==> config.mk <==
export PLATFORM = sky130hd
export DESIGN_NAME = cmp_front
export DESIGN_NICKNAME = d
export VERILOG_FILES = /design/src/hdl/cmp_pkg.sv /design/src/hdl/cmp_front.sv
export SDC_FILE = /design/constraint.sdc
export NUM_CORES = 1
export LEC_CHECK = 0
export BUFFER_PORTS_ARGS = -buffer_cell sky130_fd_sc_hd__buf_2
export CORE_UTILIZATION = 45
export DETAILED_ROUTE_END_ITERATION = 12
export PLACE_DENSITY_LB_ADDON = 0.25
export SETUP_SLACK_MARGIN = 0.02
export SLEW_MARGIN = 20
export SYNTH_ARGS = -nofsm -noshare
export SYNTH_HDL_FRONTEND = slang
export SYNTH_SLANG_ARGS = --single-unit
==> constraint.sdc <==
create_clock -name clk -period 2.6 [get_ports clk]
set_input_delay 0.52 -clock clk [delete_from_list [all_inputs] [get_ports clk]]
set_output_delay 0.52 -clock clk [all_outputs]
set_load 0.01 [all_outputs]
==> src/hdl/cmp_pkg.sv <==
// Shared constants, types and helpers for the column mean profile block.
package cmp_pkg;

	localparam int SAMPLES  = 1024;
	localparam int MAX_ROWS = 4096;
	localparam int AMP_BITS = 16;

	localparam int IDX_W  = $clog2(SAMPLES);
	localparam int LEN_W  = $clog2(SAMPLES + 1);
	localparam int CNT_W  = $clog2(MAX_ROWS + 1);
	localparam int SUM_W  = AMP_BITS + $clog2(MAX_ROWS + 1);
	localparam int FRAC_W = 8;
	localparam int QUO_W  = SUM_W + FRAC_W;
	localparam int MEAN_W = 24;

	localparam int IN_IDX_W = 10;
	localparam int IN_AMP_W = 16;
	localparam int IN_DATA_W = 32;
	localparam int IN_USER_W = 3;
	localparam int OUT_DATA_W = 64;
	localparam int OUT_USER_W = 2;

	localparam int QDEPTH = 2;
	localparam int QPTR_W = $clog2(QDEPTH);
	localparam int QCNT_W = $clog2(QDEPTH + 1);

	typedef enum logic [1:0] {
		K_ACC = 2'd0,
		K_QRY = 2'd1,
		K_CLR = 2'd2,
		K_NOP = 2'd3
	} cmd_t;

	typedef struct packed {
		cmd_t                 kind;
		logic                 side;
		logic [IN_IDX_W-1:0]  idx;
		logic [IN_AMP_W-1:0]  amp;
	} item_t;

	typedef struct packed {
		logic [CNT_W-1:0] cnt;
		logic [SUM_W-1:0] sum;
	} acc_word_t;

	function automatic logic [MEAN_W-1:0] mean_sat(input logic [QUO_W-1:0] q);
		logic [MEAN_W-1:0] r;
		r = (|q[QUO_W-1:MEAN_W]) ? {MEAN_W{1'b1}} : q[MEAN_W-1:0];
		return r;
	endfunction

endpackage

==> src/hdl/cmp_front.sv <==
// Front end: request intake, command classification and a short request queue.
module cmp_front
	import cmp_pkg::*;
(
	input  logic                  clk,
	input  logic                  arst_n,
	input  logic                  s_axis_tvalid,
	output logic                  s_axis_tready,
	input  logic [IN_DATA_W-1:0]  s_axis_tdata,
	input  logic [IN_USER_W-1:0]  s_axis_tuser,
	input  logic                  hold,
	output logic                  q_valid,
	input  logic                  q_ready,
	output item_t                 q_item
);

	item_t              fifo_q [QDEPTH];
	logic [QPTR_W-1:0]  wr_ptr_q;
	logic [QPTR_W-1:0]  rd_ptr_q;
	logic [QCNT_W-1:0]  cnt_q;
	item_t              in_item;
	logic               push;
	logic               pop;

	always_comb begin
		in_item.kind = cmd_t'(s_axis_tuser[1:0]);
		in_item.side = s_axis_tuser[2];
		in_item.idx  = s_axis_tdata[IN_IDX_W-1:0];
		in_item.amp  = s_axis_tdata[IN_IDX_W+IN_AMP_W-1:IN_IDX_W];
	end

	assign s_axis_tready = (cnt_q != QCNT_W'(QDEPTH)) && !hold;
	assign push = s_axis_tvalid && s_axis_tready && (in_item.kind != K_NOP);
	assign q_valid = (cnt_q != '0);
	assign pop = q_valid && q_ready;
	assign q_item = fifo_q[rd_ptr_q];

	always_ff @(posedge clk) begin
		if (push) begin
			fifo_q[wr_ptr_q] <= in_item;
		end
	end

	always_ff @(posedge clk or negedge arst_n) begin
		if (!arst_n) begin
			wr_ptr_q <= '0;
			rd_ptr_q <= '0;
			cnt_q    <= '0;
		end else begin
			if (push) begin
				wr_ptr_q <= wr_ptr_q + 1'b1;
			end
			if (pop) begin
				rd_ptr_q <= rd_ptr_q + 1'b1;
			end
			case ({push, pop})
				2'b10:   cnt_q <= cnt_q + 1'b1;
				2'b01:   cnt_q <= cnt_q - 1'b1;
				default: cnt_q <= cnt_q;
			endcase
		end
	end

endmodule

==> results.json <==
{
  "grt_setup_unrepaired": "no",
  "worst_slack_ps": 319,
  "fillers": 374,
  "grt_pass1_wl_mm": 5.64,
  "leakage_nw": 1.13,
  "worst_hold_slack_ps": 386,
  "cts_max_path_buffers": 2,
  "gp_congestion": 0.708,
  "reg2reg_depth": 4,
  "first_pass_iters": 3,
  "cts_root_buf": "clkbuf_8",
  "grt_pass1_vias": 1311,
  "relSlewSlack": 0.683,
  "via_per_inst": 4.67,
  "hold_viol_final": 0,
  "cts_made_buffers": 9,
  "worst_setup_path_end_kind": "output port",
  "yosysMostFrequentCell": "edfxtp_1",
  "detail_route.wl_per_cell_um": 13.8,
  "synth_top_area_cell": "edfxtp_1",
  "synth_cells": 110,
  "synth_edf_count": 58,
  "startpoint_type": "flop",
  "synth_top_area_share": 0.755,
  "routed_wl_mm": 3.60,
  "synthFlopType": "edfxtp_1",
  "r2r_end": "fifo_q[0][16]$_DFFE_PP_",
  "syn_area_um2": 2310,
  "dp_hpwl_mm": 2.52,
  "vdd_drop_max_mv": 0.489,
  "nets": 230,
  "row_count": 25,
  "finalSetupViolCount": 0,
  "antenna_cells": 0,
  "crit_fanout": 12,
  "htree_levels": 3,
  "coreArea_um2": 4820,
  "pre_cts_ws_ps": 652,
  "numPortBuffers": 64,
  "cts.sinks": 62,
  "die_h_um": 73.6,
  "ys_ff_latch": 62,
  "crit_arrival_ps": 1760,
  "clock_latency_ps": 320,
  "postCtsSetupBuffers": 0,
  "crit_type": "flop to output port",
  "fin_skew_ps": 4.78,
  "die_x_um": 73.6,
  "track_usage": 0.151,
  "cts_tree": "built",
  "post-route-period-util": 0.877,
  "area_delta_synth_final_pct": 27.3,
  "drive_above_1_share": 0.608,
  "drtIter0Drc": 18,
  "antenna_found_initial": 0,
  "dieArea_um2": 5410,
  "synth_common_cells": "edfxtp_1, mux2_2, dfrtp_1",
  "timing.rr.start": "cnt_q[0]$_DFFE_PN0P_",
  "r2r_slack_ps": 1050,
  "period_needed_ps": 2280,
  "antenna_left": 0,
  "ys_types": 15,
  "yosys-top-cells-area": "edfxtp_1, mux2_2, dfrtp_1",
  "worstMarginPinSlew_ps": 476,
  "min_from": "s_axis_tdata[15]",
  "final-max-slew-violation-count": 0,
  "cap_violations": 0,
  "grt_max_degree": 19,
  "power_density_nw_per_um2": 949,
  "seq_area_frac_synth": 0.799,
  "min_to": "fifo_q[1][5]$_DFFE_PP_",
  "holdPathStages": 1,
  "clkSlewWorstSetupHoldPaths_ps": 60,
  "grt_remaining_overflow": 0,
  "ys_warn_count": 0,
  "synthArstFlopShare": 0.0645,
  "num_vias": 1219,
  "drc": 0,
  "fmax_ghz": 0.438,
  "hold_path.class": "input pin to flop",
  "start_util": 0.479,
  "ios": 71,
  "run_status": "completed",
  "required_ps": 2080,
  "syn-num-nets": 151,
  "avgSynthCellArea_um2": 21.0
}
## kinds of logic (layout without fill, tap and decap cells)
logic type | after synthesis | after routing | synth area share
and+or+nand+nor | 5 | 5 | 0.0114
adders and majority gates | 1 | 1 | 0.00543
AOI/OAI and AO/OA | 3 | 3 | 0.0109
DFF | 62 | 62 | 0.799
muxes | 29 | 29 | 0.142
xor gates and xnor gates | 5 | 5 | 0.0223
buffers and inverters | 5 | 89 | 0.00977
## cells in the final DEF (no fill, tap or decap)
| cell type | Yosys | final |
|---|---|---|
| buf_2 | 3 | 64 |
| or2_1 | 1 | 1 |
| ha_1 | 1 | 1 |
| xnor2_2 | 1 | 1 |
| dlygate4sd3_1 | 0 | 1 |
| inv_1 | 2 | 2 |
| edfxtp_1 | 58 | 58 |
| a21oi_1 | 1 | 1 |
| clkinv_2 | 0 | 1 |
| nor2_1 | 3 | 1 |
| xor2_1 | 2 | 2 |
| clkbuf_1 | 0 | 3 |
| a211o_2 | 1 | 1 |
| clkbuf_8 | 0 | 12 |
| a21bo_2 | 1 | 1 |
| mux2_2 | 29 | 29 |
| dfrtp_1 | 4 | 4 |
| and2_4 | 1 | 1 |
| buf_4 | 0 | 6 |
| nor2_2 | 0 | 2 |
| xnor2_1 | 2 | 2 |
## power breakdown
group          switching (mW)  leakage, nW  internal [mW]
registers              0.0804        0.574           1.22
clock network           0.317       0.0937          0.424
logic                   0.346        0.462          0.395
total                   0.744         1.13           2.04
## stage by stage
step                cell area, µm²  utilization  TNS [ps]  std cells  total power, mW
floorplan                     2310            -     -5500        110             1.80
global placement              2750        0.570         0        244             2.05
detailed placement            2750        0.570         0        244             2.08
CTS                           2940        0.610         0        261             2.83
global route                  2940        0.610         0        261             2.94
finish                        2940        0.610         0        261             2.79
## what timing repair did
item	4_1_cts	5_1_grt
hold endpoints to repair	4	0
resized for setup	0	0
setup endpoints to repair	0	0
hold buffers	1	0
## registers in the layout (all words and copies together) (netlist names)
name,flops
rd_ptr_q,1
fifo_q,58
cnt_q,2
wr_ptr_q,1
## critical path, cell delays in order, from the launching register on
cell     delay, ps
dfrtp_1        630
buf_4          310
mux2_2         360
buf_2          140
## worst max path at each step
stage | depth (start not counted) | slack (ps) | endpoint | start
4_1_cts | 3 | 300 | q_item[12] | rd_ptr_q$_DFFE_PN0P_
2_1_floorplan | 3 | -90 | fifo_q[0][0]$_DFFE_PP_ | s_axis_tvalid
6_report | 3 | 320 | q_item[12] | rd_ptr_q$_DFFE_PN0P_
5_1_grt | 3 | 210 | q_item[21] | rd_ptr_q$_DFFE_PN0P_
3_5_place_dp | 3 | 650 | q_item[2] | rd_ptr_q$_DFFE_PN0P_
3_3_place_gp | 3 | 680 | q_item[28] | rd_ptr_q$_DFFE_PN0P_
## per-layer routing
metal  vias up  track usage  wire length, µm
met4         0       0.0833               52
met1       590        0.146             1340
met3         5       0.0590              231
li1        584            -                -
met2        40        0.271             1970
met5         -            0                0
## area by class of cell
class	count	area (µm²)	area share
clock buffers	15	176	0.0601
clock inverters	1	5.00	0.00170
inverters	2	7.51	0.00256
multi-input cells	43	447	0.152
flip-flops and latches	62	1840	0.627
well taps	67	83.8	0.0285
repair buffers	71	375	0.128
Note: power is estimated with default switching activity, not from simulation.
